`src/rtl/lifn_pkg.sv`:
```
// ----------------------------------------------------------------------------
// lifn_pkg: shared types, constants and arithmetic helpers
// Item, state-entry and configuration types of the neuron core, with the
// saturating add, factor clamp and other Q16.16 helpers used by the front and back parts.
// ----------------------------------------------------------------------------
`default_nettype none
package lifn_pkg;

    localparam int NEURONS    = 1024;
    localparam int NW         = $clog2(NEURONS);
    localparam int FIFO_DEPTH = 2;
    localparam int FIFO_PW    = $clog2(FIFO_DEPTH);

    localparam logic [7:0]  REFR_STEPS = 8'd2;
    localparam logic [16:0] ONE_Q16    = 17'd65536;

    localparam logic [1:0] KIND_LEAK   = 2'd0;
    localparam logic [1:0] KIND_ARRIVE = 2'd1;
    localparam logic [1:0] KIND_UPDATE = 2'd2;
    localparam logic [1:0] KIND_NONE   = 2'd3;

    localparam logic [1:0] PATH_FF   = 2'd0;
    localparam logic [1:0] PATH_PRED = 2'd1;

    localparam logic [1:0] SIGN_ZERO = 2'd0;
    localparam logic [1:0] SIGN_PLUS = 2'd1;

    localparam logic [2:0] CFG_MODE       = 3'd0;
    localparam logic [2:0] CFG_CUR_LEAK   = 3'd1;
    localparam logic [2:0] CFG_MEM_LEAK   = 3'd2;
    localparam logic [2:0] CFG_MEM_GAIN   = 3'd3;
    localparam logic [2:0] CFG_SENS_LEAK  = 3'd4;
    localparam logic [2:0] CFG_ADAPT_LEAK = 3'd5;
    localparam logic [2:0] CFG_THRESHOLD  = 3'd6;
    localparam logic [2:0] CFG_JUMP       = 3'd7;

    typedef struct packed {
        logic [1:0]        kind;
        logic [NW-1:0]     neuron;
        logic [1:0]        pathway;
        logic signed [31:0] w;
        logic [16:0]       cdecay;
        logic [16:0]       mdecay;
        logic signed [31:0] rest;
        logic signed [31:0] inj;
        logic              silenced;
    } item_t;

    typedef struct packed {
        logic signed [31:0] ff;
        logic signed [31:0] pred;
        logic signed [31:0] behav;
        logic signed [31:0] sens;
        logic signed [31:0] adapt;
        logic signed [31:0] volt;
        logic [7:0]         refr;
        logic signed [31:0] incr;
    } entry_t;

    typedef struct packed {
        logic [1:0]         mode;
        logic [16:0]        cur_leak;
        logic [16:0]        mem_leak;
        logic [16:0]        mem_gain;
        logic [16:0]        sens_leak;
        logic [16:0]        adapt_leak;
        logic signed [31:0] thr;
        logic [30:0]        jump;
    } cfg_t;

    typedef struct packed {
        logic clearing;
        logic fin;
    } back_stat_t;

    function automatic logic [16:0] clamp_f(input logic [16:0] f);
        return (f > ONE_Q16) ? ONE_Q16 : f;
    endfunction

    function automatic logic signed [31:0] add_sat(input logic signed [31:0] a,
                                                   input logic signed [31:0] b);
        logic signed [32:0] s;
        s = {a[31], a} + {b[31], b};
        if (s[32] != s[31]) begin
            return s[32] ? 32'sh8000_0000 : 32'sh7fff_ffff;
        end
        return s[31:0];
    endfunction

    // Full-width product of a value and a factor; q16 then takes bits 47:16, which rounds down.
    function automatic logic signed [49:0] mul_f(input logic signed [31:0] x,
                                                 input logic [16:0] f);
        return x * $signed({1'b0, f});
    endfunction

    function automatic logic signed [31:0] q16(input logic signed [49:0] p);
        return p[47:16];
    endfunction

endpackage
`default_nettype wire

```
`src/rtl/lifn_front.sv`:
```
// ----------------------------------------------------------------------------
// lifn_front: input acceptance and classification
// Accepts input words, drops those that cause no work, clamps the factors
// and forms the signed weight before queuing the item.
// ----------------------------------------------------------------------------
`default_nettype none
module lifn_front import lifn_pkg::*; (
    input  wire logic         aclk,
    input  wire logic         aresetn,
    input  wire logic         s_tvalid,
    output logic              s_tready,
    input  wire logic [151:0] s_tdata,
    input  wire logic [1:0]   s_tuser,
    input  wire logic         q_full,
    input  wire logic         clearing,
    output logic              q_push,
    output item_t             q_item
);
    logic signed [31:0] weight;
    logic [1:0]         sgn;
    logic               in_range;

    assign s_tready = !q_full && !clearing;
    assign weight   = s_tdata[43:12];
    assign sgn      = s_tdata[45:44];
    assign in_range = 32'(s_tdata[NW-1:0]) < NEURONS;

    always_comb begin
        q_item.kind     = s_tuser;
        q_item.neuron   = s_tdata[NW-1:0];
        q_item.pathway  = s_tdata[11:10];
        q_item.cdecay   = clamp_f(s_tdata[62:46]);
        q_item.mdecay   = clamp_f(s_tdata[79:63]);
        q_item.rest     = s_tdata[111:80];
        q_item.inj      = s_tdata[143:112];
        q_item.silenced = s_tdata[144];
        // Negating the most negative weight saturates.
        if (sgn == SIGN_PLUS) begin
            q_item.w = weight;
        end else if (sgn == SIGN_ZERO) begin
            q_item.w = '0;
        end else if (weight == 32'sh8000_0000) begin
            q_item.w = 32'sh7fff_ffff;
        end else begin
            q_item.w = -weight;
        end
    end

    assign q_push = s_tvalid && s_tready && in_range && (s_tuser != KIND_NONE);

    // The front holds no state of its own; clock and reset are kept for
    // the common port set of the block's parts.
    logic unused_ok;
    assign unused_ok = aclk & aresetn & (|s_tdata[151:145]);
endmodule
`default_nettype wire

```
`config.mk`:
```
export PLATFORM = sky130hd
export DESIGN_NAME = lifn_front
export DESIGN_NICKNAME = d
export VERILOG_FILES = /design/src/rtl/lifn_pkg.sv /design/src/rtl/lifn_front.sv
export SDC_FILE = /design/constraint.sdc
export NUM_CORES = 1
export LEC_CHECK = 0
export BUFFER_PORTS_ARGS = -buffer_cell sky130_fd_sc_hd__buf_4
export CAP_MARGIN = 20
export CORE_AREA = 2 2 120 122
export DETAILED_ROUTE_END_ITERATION = 6
export DIE_AREA = 0 0 122 124
export PLACE_DENSITY = 0.46
export SLEW_MARGIN = 0
export SYNTH_ARGS = -nofsm -noshare
export SYNTH_HDL_FRONTEND = slang
export SYNTH_SLANG_ARGS = --single-unit
```
`constraint.sdc`:
```
create_clock -name vclk -period 9.1
set_input_delay 2.73 -clock vclk [all_inputs]
set_output_delay 2.73 -clock vclk [all_outputs]
set_load 0.05 [all_outputs]
```
==> results of run 1 <==
==> cell type report <==
cell class | count | area [sq um]
fill | 1583 | 11120
inverter | 10 | 37.54
tap | 180 | 225.2
multi-input combinational | 203 | 1244
timing repair buffer | 145 | 1089
==> synthesized netlist by cell type (6+ instances only) <==
| master | count |
|---|---|
| sky130_fd_sc_hd__a21oi_1 | 50 |
| sky130_fd_sc_hd__o21ai_0 | 10 |
| sky130_fd_sc_hd__nand3_1 | 6 |
| sky130_fd_sc_hd__inv_1 | 10 |
| sky130_fd_sc_hd__nor3_1 | 7 |
| sky130_fd_sc_hd__buf_4 | 79 |
| sky130_fd_sc_hd__nor2_1 | 9 |
| sky130_fd_sc_hd__clkbuf_1 | 15 |
| sky130_fd_sc_hd__o311ai_0 | 7 |
| sky130_fd_sc_hd__nand2_1 | 12 |
| sky130_fd_sc_hd__nor2b_1 | 33 |
| sky130_fd_sc_hd__nor4_1 | 16 |
==> power by group <==
part	leakage [nW]	internal (mW)	switching [mW]
clock network	0	0	0
registers	0	0	0
logic	1.08	0.0620	0.119
total	1.08	0.0620	0.119
==> metrics by stage <==
step / total power, mW / hold slack, ns / instance area (sq um) / utilization / std cells
global route: 0.1919 / 5.460 / 2595 / 0.1891 / 538
finish: 0.1808 / 5.460 / 2595 / 0.1891 / 538
CTS: 0.1822 / 5.460 / 2595 / 0.1891 / 538
floorplan: 0.2009 / 5.627 / 1967 / - / 313
detailed placement: 0.1819 / 5.460 / 2595 / 0.1891 / 538
global placement: 0.1808 / 5.460 / 2595 / 0.1891 / 538
==> routing by layer <==
| metal | vias up | GRT usage | share of wire |
|---|---|---|---|
| met5 | - | 0 | 0 |
| met4 | 0 | 0.01078 | 0.011 |
| met1 | 1091 | 0.09348 | 0.36 |
| met2 | 131 | 0.1892 | 0.53 |
| met3 | 24 | 0.02747 | 0.10 |
| li1 | 1157 | - | - |
==> worst paths after layout <==
path / start / to / depth (start not counted)
worst max-delay path: s_tdata[12] / q_item[118] / 9
worst min-delay path: s_tdata[6] / q_item[139] / 0
==> kinds of logic (layout without fill, tap and decap cells) <==
group,Yosys count,in the layout,synth area share
muxes,1,1,0.005089
buffers and inverters,110,155,0.3677
and+or+nand+nor,102,102,0.3041
adders and majority gates,1,1,0.006360
AOI/OAI and AO/OA,99,99,0.3168
==> results.txt, run 1 <==
- The floorplan step set the die height to 124 um.
- Total routing resource utilization after global routing: 0.09233
- Final setup fails: 0
- Starting density of the core: 0.1434
- Final #Nets: 520
- Of the post-synthesis cell area, the dominant cell type holds 0.3015.
- Post-detailed-route DRC marker count: 0
- Hold/Removal Path Class: input pin to output port
* Post-Place Worst Slack: 0.8008 ns
- Via count: 2403
- STA classifies the critical path startpoint as an input pin.
* Hold Violations, Final: 0
- The flow ran to the end, and the final reports show no timing, DRC or antenna violations.
- The tool flagged a number of max-cap violations equal to 0.
- The pre-antenna-repair detailed-routing pass consisted of 4 iterations.
- Most frequent standard cell in the layout excluding fill and tap cells: sky130_fd_sc_hd__buf_4
- For this block, the initial DRC count from the detailed router was 70.
* Final period utilization: 0.9097
- Synth Net Count: 473
- Seq. cell area: 0 sq um
* Cell Chain, Critical Path: buf_4 -> inv_1 -> ha_1 -> or3b_1 -> or4_4 -> or3_1 -> buf_4 -> a311oi_1 -> buf_4
- Leak pwr: 1.077 nW
* Number of resized instances in the post-cts repair step: 0
* Area enclosed by the die boundary: 15130 sq um
* Syn-to-layout area delta: 31.93%
- FF+latch count: 0
* Via density per instance: 4.467
- Entering global routing, the biggest net connects 59 pins.
- In the final layout, the share of cells above drive strength 1 is 0.4162.
- A synthesized cell averages 6.284 sq um.
- The share of the Yosys chip area taken by registers is 0.
* Area of the core: 13720 sq um
* Io pins: 306
- Die span in x: 122 um
- Setup crit end kind: output port
- The slowest stage of the critical path belongs to the cell sky130_fd_sc_hd__or4_4.
* Count of inserted antenna diode cells: 0
* # Post-CTS Setup Buffers: 0
* Worst setup path category: input pin to output port
- Library cell occupying the most area in the post-synthesis netlist: sky130_fd_sc_hd__buf_4
* CP max FO: 14
- Measured against its own limit, the worst slew margin works out to 0.4968.
- After routing, the total negative slack on setup checks comes to 0 ns.
- Most prevalent standard cell on the critical path: sky130_fd_sc_hd__buf_4
- Worst-case vdd ir drop: 0.03862 mV
* Time the final worst path needs with I/O delays and setup: 8.278 ns
* Maximum clock frequency: 0.1208 GHz
* Fin worst setup slack: 0.8219 ns
- In the layout the commonest cells are sky130_fd_sc_hd__buf_4 (145), sky130_fd_sc_hd__a21oi_1 (50), sky130_fd_sc_hd__nor2b_1 (33).
* IO Port Bufs: 143
* Arrival time of data at the critical path endpoint: 5.55 ns
- Final RePlAce weighted congestion: 0.7869
* Critical Path RT: 6.37 ns
- The first global-routing pass estimated 11430 um of wire.
- Number of distinct library cells after synthesis: 40
* Wire length after detailed routing: 7924 um
- Initial antenna violation count: 0
- RSZ-0062 raised after global routing: false
- Antenna-violating nets left: 0
* Post-synthesis instance area: 1967 sq um
- Synth Warn #: 0
- At the pin with the least slew margin, the transition time is 0.7450 ns.
- The largest single stage delay on the critical path is 0.65 ns.
- After technology mapping, the gate count stands at 313.
- Hold_buf cts: 0
- Vias in the first global route: 2247
* Routed length per instance: 14.73 um
* Layout clock buffer count: 0
- Number of slew-limit violations in the final report: 0
- Summed over all layers, the global routing overflow is 0.
- The critical path contains buffers and inverters numbering 4 combined.
- The floorplan has 43 rows.
- Post-detailed-placement half-perimeter wirelength: 6481 um
- Yosys attributes the largest share of cell area to sky130_fd_sc_hd__buf_4 (30%), sky130_fd_sc_hd__a21oi_1 (13%), sky130_fd_sc_hd__nor2b_1 (10%).
* Power per standard cell area: 69.69 nW/um^2
- Largest delay contributor family on the critical path: simple AND/OR/NAND/NOR gates
Note: power is estimated with default switching activity, not from simulation.
==> run 2: changes to the inputs <==
Settings changed: CORE_AREA 2 2 120 122 to 2 2 119 121, DIE_AREA 0 0 122 124 to 0 0 121 123.
Clock period 9.1 ns to 7.7 ns, I/O delays scaled along.
==> results.txt, run 2 (same netlist as run 1, synthesis figures left out) <==
- Result of the run: finished clean
- At the pin with the least slew margin, the transition time is 0.7892 ns.
- Overflow after GRT: 0
- Io pins: 306
- Initial antenna violation count: 0
- Vias in the first global route: 2158
* Hold Violations, Final: 0
- For this run, design rule violations remaining after detail routing come to 0.
- On the final layout, the worst hold slack is 4.620 ns.
- The filler cells instantiated in the layout total 1577.
- The die is 121 um wide.
- In this run the core area contains 43 standard-cell rows.
- STA classifies the critical path endpoint as an output port.
- In this run the tightest slew margin relative to its limit is 0.4669.
- Dividing the final minimum period by the clock period gives 0.9496.
* Most prevalent standard cell on the critical path: sky130_fd_sc_hd__buf_4
* First-pass GRT wire length: 10850 um
- From synthesis to final layout, the design area changed by 33.08%.
* Largest delay contributor family on the critical path: simple AND/OR/NAND/NOR gates
* Iter 0 DRT Violations: 57
* Seq. cell area: 0 sq um
* Final-layout setup total negative slack: 0 ns
* Highest-count cells in the layout ignoring fill and taps: sky130_fd_sc_hd__buf_4 (148), sky130_fd_sc_hd__a21oi_1 (50), sky130_fd_sc_hd__nor2b_1 (33)
* Via density per instance: 4.449
- Routed length per instance: 13.72 um
- Final setup fails: 0
- The max-slew violation count is 0.
* CP max FO: 15
- After detailed routing, the total wire length is 7420 um.
* Final RePlAce weighted congestion: 0.6915
- The wire-length estimate of the detail-placed layout is 6045 um.
* Height of the die: 123 um
* Time the final worst path needs with I/O delays and setup: 7.312 ns
* Length of the first detailed-routing pass in iterations: 4
- Of the cells placed in the final design, the portion with a size suffix greater than 1 is 0.4211.
- Antenna-violating nets left: 0
- RSZ-0062 raised after global routing: false
* Via count: 2407
- Power per standard cell area: 81.36 nW/um^2
- Count of buffer and inverter cells on the critical path: 4
- The final layout contains 523 nets.
- Worst-case vdd ir drop: 0.02545 mV
- The setup path with the least slack is of type input pin to output port.
- The number of antenna diodes in the final layout is 0.
- For this run, the total global-route usage over all layers was measured as 0.08784.
- Combined area of the multi-input logic cells: 1244 sq um
- Max_cap viols: 0
- FF+latch count: 0
- The number of setup buffers added after CTS is 0.
- Leak pwr: 1.089 nW
- For this run, the slowest stage of the critical path takes 0.61 ns.
- Area of the core: 13610 sq um
* IO Port Bufs: 143
- Arrival time of data at the critical path endpoint: 5.00 ns
- Critical path's slowest cell: sky130_fd_sc_hd__or4_4
- Static timing analysis puts the maximum clock frequency at 0.1368 GHz.
* Layout clock buffer count: 0
* Cell Chain, Critical Path: buf_4 -> inv_1 -> ha_1 -> or3b_1 -> or4_4 -> or3_1 -> buf_4 -> o21a_1 -> o21ai_0 -> buf_4
* Critical Path RT: 5.39 ns
- Area enclosed by the die boundary: 14880 sq um
- Post-CTS repair changed the size of 0 cells.
- Worst Setup Start Kind: input pin
* Most frequent standard cell in the layout excluding fill and tap cells: sky130_fd_sc_hd__buf_4
- Pin count of the biggest net entering global routing: 59
- For this configuration, the core starts out at a cell density of 0.1445.
* Hold_buf cts: 0
* Hold/Removal Path Class: input pin to output port
## run 2: path summary, 6_finish.rpt
kind | start | endpoint | depth (start not counted)
hold / removal | s_tdata[121] | q_item[10] | 0
setup / recovery | s_tdata[12] | q_item[107] | 10
## run 2: where the power goes
part	internal, mW	switching, mW
clock network	0	0
registers	0	0
logic	0.0733	0.140
total	0.0733	0.140
## run 2: through the flow
stage          instances  total power, mW  setup WS [ns]  instance area, sq um    util
4_1_cts              541           0.2151         0.3776                  2618  0.1923
2_1_floorplan        313           0.2375        0.04471                  1967       -
3_3_place_gp         541           0.2133         0.3579                  2618  0.1923
3_5_place_dp         541           0.2146         0.3962                  2618  0.1923
5_1_grt              541           0.2259         0.2707                  2618  0.1923
6_report             541           0.2130         0.3880                  2618  0.1923
## run 2: routing by layer
metal / wire length (um) / global-route usage / vias to the layer above / part of all wire
li1: - / - / 1169 / -
met1: 2816 / 0.09944 / 1088 / 0.38
met2: 3624 / 0.1671 / 136 / 0.49
met3: 895 / 0.02491 / 14 / 0.12
met4: 82 / 0.01090 / 0 / 0.011
met5: 0 / 0 / - / 0
## run 2: area by class of cell
cell class	instances	area share
Timing Repair Buffer	148	0.4245
Multi-Input combinational cell	203	0.4751
Tap cell	180	0.08604
Inverter	10	0.01434
