<file path="src/rtl/lifn_pkg.sv">
// ----------------------------------------------------------------------------
// lifn_pkg: shared types, constants and arithmetic helpers
// Item, state-entry and configuration types of the neuron core, with the
// saturating add, factor clamp and other Q16.16 helpers used by the front and back parts.
// ----------------------------------------------------------------------------
`default_nettype none
package lifn_pkg;

    localparam int NEURONS    = 1024;
    localparam int NW         = $clog2(NEURONS);
    localparam int FIFO_DEPTH = 2;
    localparam int FIFO_PW    = $clog2(FIFO_DEPTH);

    localparam logic [7:0]  REFR_STEPS = 8'd2;
    localparam logic [16:0] ONE_Q16    = 17'd65536;

    localparam logic [1:0] KIND_LEAK   = 2'd0;
    localparam logic [1:0] KIND_ARRIVE = 2'd1;
    localparam logic [1:0] KIND_UPDATE = 2'd2;
    localparam logic [1:0] KIND_NONE   = 2'd3;

    localparam logic [1:0] PATH_FF   = 2'd0;
    localparam logic [1:0] PATH_PRED = 2'd1;

    localparam logic [1:0] SIGN_ZERO = 2'd0;
    localparam logic [1:0] SIGN_PLUS = 2'd1;

    localparam logic [2:0] CFG_MODE       = 3'd0;
    localparam logic [2:0] CFG_CUR_LEAK   = 3'd1;
    localparam logic [2:0] CFG_MEM_LEAK   = 3'd2;
    localparam logic [2:0] CFG_MEM_GAIN   = 3'd3;
    localparam logic [2:0] CFG_SENS_LEAK  = 3'd4;
    localparam logic [2:0] CFG_ADAPT_LEAK = 3'd5;
    localparam logic [2:0] CFG_THRESHOLD  = 3'd6;
    localparam logic [2:0] CFG_JUMP       = 3'd7;

    typedef struct packed {
        logic [1:0]        kind;
        logic [NW-1:0]     neuron;
        logic [1:0]        pathway;
        logic signed [31:0] w;
        logic [16:0]       cdecay;
        logic [16:0]       mdecay;
        logic signed [31:0] rest;
        logic signed [31:0] inj;
        logic              silenced;
    } item_t;

    typedef struct packed {
        logic signed [31:0] ff;
        logic signed [31:0] pred;
        logic signed [31:0] behav;
        logic signed [31:0] sens;
        logic signed [31:0] adapt;
        logic signed [31:0] volt;
        logic [7:0]         refr;
        logic signed [31:0] incr;
    } entry_t;

    typedef struct packed {
        logic [1:0]         mode;
        logic [16:0]        cur_leak;
        logic [16:0]        mem_leak;
        logic [16:0]        mem_gain;
        logic [16:0]        sens_leak;
        logic [16:0]        adapt_leak;
        logic signed [31:0] thr;
        logic [30:0]        jump;
    } cfg_t;

    typedef struct packed {
        logic clearing;
        logic fin;
    } back_stat_t;

    function automatic logic [16:0] clamp_f(input logic [16:0] f);
        return (f > ONE_Q16) ? ONE_Q16 : f;
    endfunction

    function automatic logic signed [31:0] add_sat(input logic signed [31:0] a,
                                                   input logic signed [31:0] b);
        logic signed [32:0] s;
        s = {a[31], a} + {b[31], b};
        if (s[32] != s[31]) begin
            return s[32] ? 32'sh8000_0000 : 32'sh7fff_ffff;
        end
        return s[31:0];
    endfunction

    // Full-width product of a value and a factor; q16 then takes bits 47:16, which rounds down.
    function automatic logic signed [49:0] mul_f(input logic signed [31:0] x,
                                                 input logic [16:0] f);
        return x * $signed({1'b0, f});
    endfunction

    function automatic logic signed [31:0] q16(input logic signed [49:0] p);
        return p[47:16];
    endfunction

endpackage
`default_nettype wire

</file>
<file path="src/rtl/lifn_fifo.sv">
// ----------------------------------------------------------------------------
// lifn_fifo: short item queue
// Two-entry queue between the front and back parts of the core.
// ----------------------------------------------------------------------------
`default_nettype none
module lifn_fifo import lifn_pkg::*; (
    input  wire logic        aclk,
    input  wire logic        aresetn,
    input  wire logic        push,
    input  wire item_t       din,
    input  wire logic        pop,
    output item_t            dout,
    output logic             full,
    output logic             empty,
    output logic [FIFO_PW:0] count
);
    item_t              mem [FIFO_DEPTH];
    logic [FIFO_PW-1:0] wr_reg, rd_reg;
    logic [FIFO_PW:0]   cnt_reg;
    logic               do_push, do_pop;

    assign full    = cnt_reg == (FIFO_PW+1)'(FIFO_DEPTH);
    assign empty   = cnt_reg == '0;
    assign count   = cnt_reg;
    assign dout    = mem[rd_reg];
    assign do_push = push && !full;
    assign do_pop  = pop && !empty;

    always_ff @(posedge aclk) begin
        if (do_push) begin
            mem[wr_reg] <= din;
        end
    end

    always_ff @(posedge aclk) begin
        if (!aresetn) begin
            wr_reg  <= '0;
            rd_reg  <= '0;
            cnt_reg <= '0;
        end else begin
            if (do_push) begin
                wr_reg <= wr_reg + 1'b1;
            end
            if (do_pop) begin
                rd_reg <= rd_reg + 1'b1;
            end
            cnt_reg <= cnt_reg + (FIFO_PW+1)'(do_push) - (FIFO_PW+1)'(do_pop);
        end
    end
endmodule
`default_nettype wire

</file>
<file path="config.mk">
export PLATFORM = sky130hd
export DESIGN_NAME = lifn_fifo
export DESIGN_NICKNAME = d
export VERILOG_FILES = /design/src/rtl/lifn_pkg.sv /design/src/rtl/lifn_fifo.sv
export SDC_FILE = /design/constraint.sdc
export NUM_CORES = 1
export LEC_CHECK = 0
export BUFFER_PORTS_ARGS = -buffer_cell sky130_fd_sc_hd__buf_2
export CAP_MARGIN = 20
export CORE_MARGIN = 1
export CORE_UTILIZATION = 52
export DETAILED_ROUTE_END_ITERATION = 16
export MAX_ROUTING_LAYER = met4
export PLACE_DENSITY = 0.79
export SETUP_SLACK_MARGIN = 0.02
export SYNTH_ARGS = -nofsm -noshare
export SYNTH_HDL_FRONTEND = slang
export SYNTH_SLANG_ARGS = --single-unit
</file>
<file path="constraint.sdc">
create_clock -name aclk -period 10.2 [get_ports aclk]
set_clock_uncertainty 0.1 [all_clocks]
set_input_delay 1.02 -clock aclk [delete_from_list [all_inputs] [get_ports aclk]]
set_output_delay 1.02 -clock aclk [all_outputs]
set_load 0.005 [all_outputs]
</file>
==> results of run 1 <==
cell families after synthesis:
group	count (synthesis)	share of synthesized area, %
AOI/OAI and AO/OA	1	0.0690
xor gates and xnor gates	2	0.161
adders and majority gates	2	0.230
buffers and inverters	19	1.24
DFF	295	80.9
muxes	146	16.8
and+or+nand+nor	13	0.575
cell usage after synthesis, types with 2 or more instances:
cell type and count:
mux2_4 50, nand2_1 2, nand2b_1 2, edfxtp_1 290, dfxtp_1 5, ha_1 2
inv_1 3, nor2_1 5, buf_6 7, buf_2 9, and2_1 2, mux2_2 95
placed cells by master, fill, tap and decap left out:
master,synthesis,layout
buf_2,9,297
edfxtp_1,290,290
mux2_2,95,95
mux2_4,50,50
clkbuf_16,0,29
clkbuf_1,0,9
buf_4,0,5
diode_2,0,4
nor2_1,5,4
dfxtp_1,5,4
inv_1,3,3
clkinv_1,0,3
bufinv_16,0,3
nand2b_1,2,2
nand2_1,2,2
and2_1,2,2
ha_1,2,2
o21a_1,1,1
nor2_4,0,1
xnor2_1,1,1
and3_4,0,1
mux2i_1,1,1
xor2_1,1,1
nor3_1,1,1
dfxtp_4,0,1
clkinv_2,0,1
buf_16,0,1
area by class of cell:
| class | instances | area (um2) | share of cell area [%] |
|---|---|---|---|
| sequential | 295 | 8810 | 65.1 |
| antenna | 4 | 10.0 | 0.0739 |
| clock inverter | 7 | 106 | 0.785 |
| inverter | 3 | 11.3 | 0.0831 |
| timing repair buffer | 303 | 1550 | 11.5 |
| multi-input combinational | 164 | 1960 | 14.4 |
| tap | 270 | 338 | 2.49 |
| clock buffer | 38 | 759 | 5.61 |
worst reg2reg max path, cell delays in order (launching register included):
cell,delay (ns)
dfxtp_1,0.43
nand2b_1,0.19
and3_4,0.84
buf_4,0.92
report_power, final:
part	total [W]	switching [W]	internal, W	leakage [nW]
clock	0.000987	0.000397	0.000590	0.419
combinational	0.000842	0.000401	0.000441	2.00
sequential	0.00162	0.0000574	0.00157	2.75
total	0.00345	0.000856	0.00260	5.17
worst max path at each step:
stage | endpoint | cells after the start
2_1_floorplan | mem[0][0]$_DFFE_PP_ | 2
3_3_place_gp | dout[131] | 3
3_5_place_dp | dout[36] | 3
4_1_cts | dout[36] | 3
5_1_grt | dout[36] | 3
6_report | dout[36] | 3
routing by layer:
layer / wire length, um / track usage, %
met1: 7750 / 22.2
met2: 10100 / 31.8
met3: 1800 / 5.78
met4: 614 / 6.04
met5: 0 / -
through the flow:
step / instance area [um2] / std cells / setup slack [ns] / total power (W) / hold WS [ns]
after floorplan: 10900 / 478 / 2.31 / 0.00219 / 0.355
after global placement: 12600 / 1034 / 6.50 / 0.00245 / 0.394
after detailed placement: 12600 / 1034 / 6.41 / 0.00249 / 0.422
after CTS: 13500 / 1079 / 5.83 / 0.00349 / 0.438
after global routing: 13500 / 1084 / 6.54 / 0.00360 / 0.453
final: 13500 / 1084 / 6.66 / 0.00345 / 0.431
==> impl_metrics.py, run 1 <==
metrics = {
    "grt": {
        "grt_use_total_pct": 19.1,
        "first_global_vias": 5864,
        "grt_overflow_total": 0,
        "grt_pass1_wl_um": 30800,
        "grt_antenna_before_repair": 4,
        "grt_max_degree": 83,
    },
    "yosys": {
        "yosysWarnings": 0,
        "syn_avg_cell_area_um2": 22.8,
        "syn_area_um2": 10900,
        "synth_top_area_share_pct": 80.0,
        "synth-seq-cells": 295,
        "synth_area_leaders": "edfxtp_1 80%, mux2_2 9.8%, mux2_4 6.9%",
        "synth_fp_nets": 629,
        "synth_edf_count": 290,
        "async_flop_share_pct": 0,
        "synth.distinct_cells": 18,
        "yosysSeqAreaShare_pct": 80.9,
        "synth-main-ff-cell": "edfxtp_1",
        "synthCells": 478,
        "yosys.area.top_type": "edfxtp_1",
    },
    "layout": {
        "final_nets": 947,
        "top_register": "mem",
        "fillCellCount": 1331,
        "post-route-util_pct": 66.5,
        "largest_reg_flops": 290,
        "drive_above_1_share_pct": 59.8,
        "synthToLayoutAreaGrowth_pct": 24.4,
    },
    "floorplanning": {
        "initial_core_util_pct": 53.5,
        "fp-row-count": 52,
        "fp.coreArea_um2": 20400,
        "die-area_um2": 21500,
        "chipWidth_um": 147,
        "ios": 298,
        "chipHeight_um": 147,
    },
    "worst_setup_path": {
        "regToRegEndpoint": "mem[1][79]$_DFFE_PP_",
        "path_max_fanout": 64,
        "crit_slowest_cell": "buf_4",
        "critPathTopFamily": "buffers and inverters",
        "crit_chain": "buf_4 -> mux2_2 -> buf_2",
        "critPathMaxStageDelay_ns": 0.83,
        "cp.required_ns": 9.08,
        "r2r_start": "count[0]$_SDFF_PN0_",
        "end_kind": "primary output",
        "cp-start-kind": "flop",
        "rrSetupSlack_ns": 7.30,
        "worst-path-buf-inv": 2,
        "crit_type": "reg -> out",
        "r2r_cells": 3,
        "critical_path_arrival_ns": 2.42,
    },
    "cts": {
        "clock_tree.root_cell": "clkbuf_16",
        "clk_pin_slew_worst_paths_ns": 0.06,
        "cts_setup_buffers": 0,
        "ctsResizeCount": 0,
        "numCtsBuffers": 29,
        "cts_tree": "done",
        "clock_latency_ns": 0.52,
        "hold_buffers": 0,
        "cts.sinks": 295,
        "htreeDepth": 1,
        "clockBufferDepth": 3,
    },
    "route": {
        "drt-total-wl_um": 20200,
        "first_pass_iters": 6,
        "drtIter0Drc": 284,
        "post_drt_via_cell_ratio": 5.12,
        "ant_nets": 0,
        "vias": 5547,
        "drc": 0,
        "routedWlPerCell_um": 18.7,
    },
    "sta": {
        "rsz0062_at_grt": "no",
        "max_freq_ghz": 0.283,
        "drv_slew": 0,
        "tightest_slew_ns": 1.03,
        "period_needed_ns": 3.54,
        "slew-limit-headroom_pct": 31.5,
        "finalSetupViolCount": 0,
        "period_share_pct": 34.7,
        "hold_violations": 0,
        "finalSetupTns_ns": 0,
    },
    "min_path": {
        "hold_path_end": "rd_reg$_SDFFE_PN0P_",
        "worstHoldPathCells": 2,
        "hold_path_class": "reg -> reg",
        "hp-start": "rd_reg$_SDFFE_PN0P_",
    },
    "place": {
        "dp_hpwl_um": 13400,
        "io_buffers": 297,
        "gp_congestion": 0.775,
    },
    "power_and_ir_drop": {
        "leakage_nw": 5.17,
        "power_density_nw_per_um2": 255,
        "vdd_drop_max_uv": 172,
    },
    "run_status": {
        "status": "complete, no violations",
    },
    "job": {
        "maxCapViolations": 0,
    },
}
Note: power is estimated with default switching activity, not from simulation.
==> inputs of run 2 (changes only) <==
clock period = 3.4 ns   (was 10.2 ns; I/O delays follow)
==> impl_metrics.py, run 2 (synthesis results as in run 1) <==
metrics = {
    "layout": {
        "fin_cells": 1241,
        "fillCellCount": 1102,
        "design_area_um2": 15200,
        "drive_above_1_share_pct": 51.3,
        "final_nets": 1099,
        "largest_reg_flops": 290,
        "final_cell_mix": "297 x buf_2, 290 x edfxtp_1, 146 x dlygate4sd3_1, 95 x mux2_2, 50 x mux2_4",
        "synthToLayoutAreaGrowth_pct": 39.2,
        "final_common_cell": "buf_2",
        "top_register": "mem",
    },
    "cts": {
        "hold_buffers": 146,
        "clock_latency_ns": 0.53,
        "numCtsBuffers": 30,
        "cts_setup_buffers": 0,
        "clockBufferDepth": 3,
        "clk_pin_slew_worst_paths_ns": 0.06,
        "cts.sinks": 295,
        "clock_tree.root_cell": "clkbuf_16",
        "cts_tree": "done",
        "htreeDepth": 1,
        "ctsResizeCount": 0,
    },
    "power_and_ir_drop": {
        "power_density_nw_per_um2": 713,
        "leakage_nw": 5.86,
        "power_switching_share_pct": 26.1,
        "p_sw_w": 0.00282,
        "power_frac_clock_pct": 28.6,
        "vdd_drop_max_uv": 531,
        "pwr-share-seq_pct": 45.9,
        "power.internal_w": 0.00798,
        "p_comb_share_pct": 25.6,
    },
    "sta": {
        "hold_violations": 0,
        "drv_slew": 0,
        "period_share_pct": 79.0,
        "hold_slack_ns": 0.184,
        "finalSetupTns_ns": 0,
        "max_freq_ghz": 0.372,
        "period_needed_ns": 2.69,
        "rsz0062_at_grt": "no",
        "finalSetupViolCount": 0,
        "tightest_slew_ns": 0.736,
        "slew-limit-headroom_pct": 51.0,
    },
    "worst_setup_path": {
        "rrSetupSlack_ns": 1.11,
        "regToRegEndpoint": "mem[0][112]$_DFFE_PP_",
        "r2r_cells": 4,
        "cp-start-kind": "flop",
        "critPathMaxStageDelay_ns": 0.83,
        "crit_slowest_cell": "dfxtp_4",
        "critical_path_arrival_ns": 2.25,
        "r2r_start": "count[0]$_SDFF_PN0_",
        "crit_type": "reg -> out",
        "end_kind": "primary output",
        "path_max_fanout": 46,
        "cp.required_ns": 2.96,
        "crit_chain": "buf_4 -> mux2_2 -> buf_2",
    },
    "grt": {
        "grt_use_total_pct": 23.9,
        "first_global_vias": 7104,
        "grt_overflow_total": 0,
        "grt_use_met1_pct": 27.2,
        "grt_pass1_wl_um": 37900,
        "grt_use_met3_pct": 5.12,
        "met2_usage_pct": 42.3,
        "grt_antenna_before_repair": 1,
        "busiest_layer": "met2",
        "grt_max_degree": 78,
    },
    "min_path": {
        "worstHoldPathCells": 3,
        "hp-start": "push",
        "hold_path_end": "wr_reg$_SDFFE_PN0P_",
        "hold_path_class": "in -> reg",
    },
    "floorplanning": {
        "chipWidth_um": 147,
        "chipHeight_um": 147,
        "initial_core_util_pct": 53.5,
        "fp.coreArea_um2": 20400,
        "fp-row-count": 52,
        "die-area_um2": 21500,
        "ios": 298,
    },
    "route": {
        "ant_nets": 0,
        "drt-total-wl_um": 25100,
        "drtIter0Drc": 349,
        "first_pass_iters": 4,
        "vias": 6378,
        "drc": 0,
        "routedWlPerCell_um": 20.2,
        "post_drt_via_cell_ratio": 5.14,
    },
    "run_status": {
        "status": "complete, no violations",
    },
    "place": {
        "gp_congestion": 0.766,
        "numPlacedInstances": 1040,
        "dp_hpwl_um": 13700,
        "io_buffers": 297,
        "place_area_um2": 12800,
    },
    "job": {
        "maxCapViolations": 0,
    },
}
-- run 2: cell count changes in the layout (fill, tap and decap cells not counted), sizes merged --
cell | before | now
clkbuf | 38 | 36
bufinv | 3 | 2
dlygate4sd3 | 0 | 146
diode | 4 | 1
buf | 303 | 308
clkinv | 4 | 15
clkinvlp | 0 | 1
-- run 2: cell type report --
type / count / area [um2] / area share (%)
clock buffers: 36 / 795 / 5.24
multi-input cells: 164 / 1960 / 12.9
clock inverters: 18 / 134 / 0.883
diodes: 1 / 2.50 / 0.0165
flip-flops and latches: 295 / 8810 / 58.2
well taps: 270 / 338 / 2.23
repair buffers: 454 / 3110 / 20.5
inverters: 3 / 11.3 / 0.0743
-- run 2: stage by stage --
stage                     total power (W)  setup WS [ns]  util [%]
after detailed placement          0.00756           1.25      62.7
after CTS                          0.0108          0.694      74.4
final                              0.0108          0.714      74.4
after floorplan                   0.00649         0.0632         -
after global placement            0.00747           1.29      62.7
after global routing               0.0112          0.608      74.4
-- run 2: layer usage --
layer  wire (um)  part of all wire [%]  vias to the layer above
met1        9250                    37                     3108
met3        2080                   8.3                       48
met4         565                   2.2                        0
li1            -                     -                     2845
met5           0                     0                        -
met2       13200                    53                      377
-- run 2: critical path, delay by kind of cell (launching register included) --
kind / cells / cell delay, ns
buffers and inverters: 2 / 0.49
flip-flops: 1 / 0.83
multiplexers: 1 / 0.39
-- run 2: worst max path at each step --
stage                              startpoint               endpoint  slack (ns)  cells past startpoint
after global placement                   flop              dout[131]        1.29                      3
after CTS                                flop              dout[134]        0.69                      3
final                                    flop               dout[18]        0.71                      3
after global routing                     flop               dout[18]        0.61                      3
after detailed placement  count[0]$_SDFF_PN0_  mem[0][127]$_DFFE_PP_        1.25                      4
after floorplan           count[0]$_SDFF_PN0_    mem[0][0]$_DFFE_PP_        0.06                      3
-- run 2: power groups by stage --
stage                     clock (W)  combinational [W]  sequential [W]
after floorplan                   0            0.00160         0.00489
after CTS                   0.00311            0.00271         0.00494
after detailed placement          0            0.00255         0.00501
after global routing        0.00326            0.00292         0.00501
final                       0.00309            0.00276         0.00496
after global placement            0            0.00250         0.00497
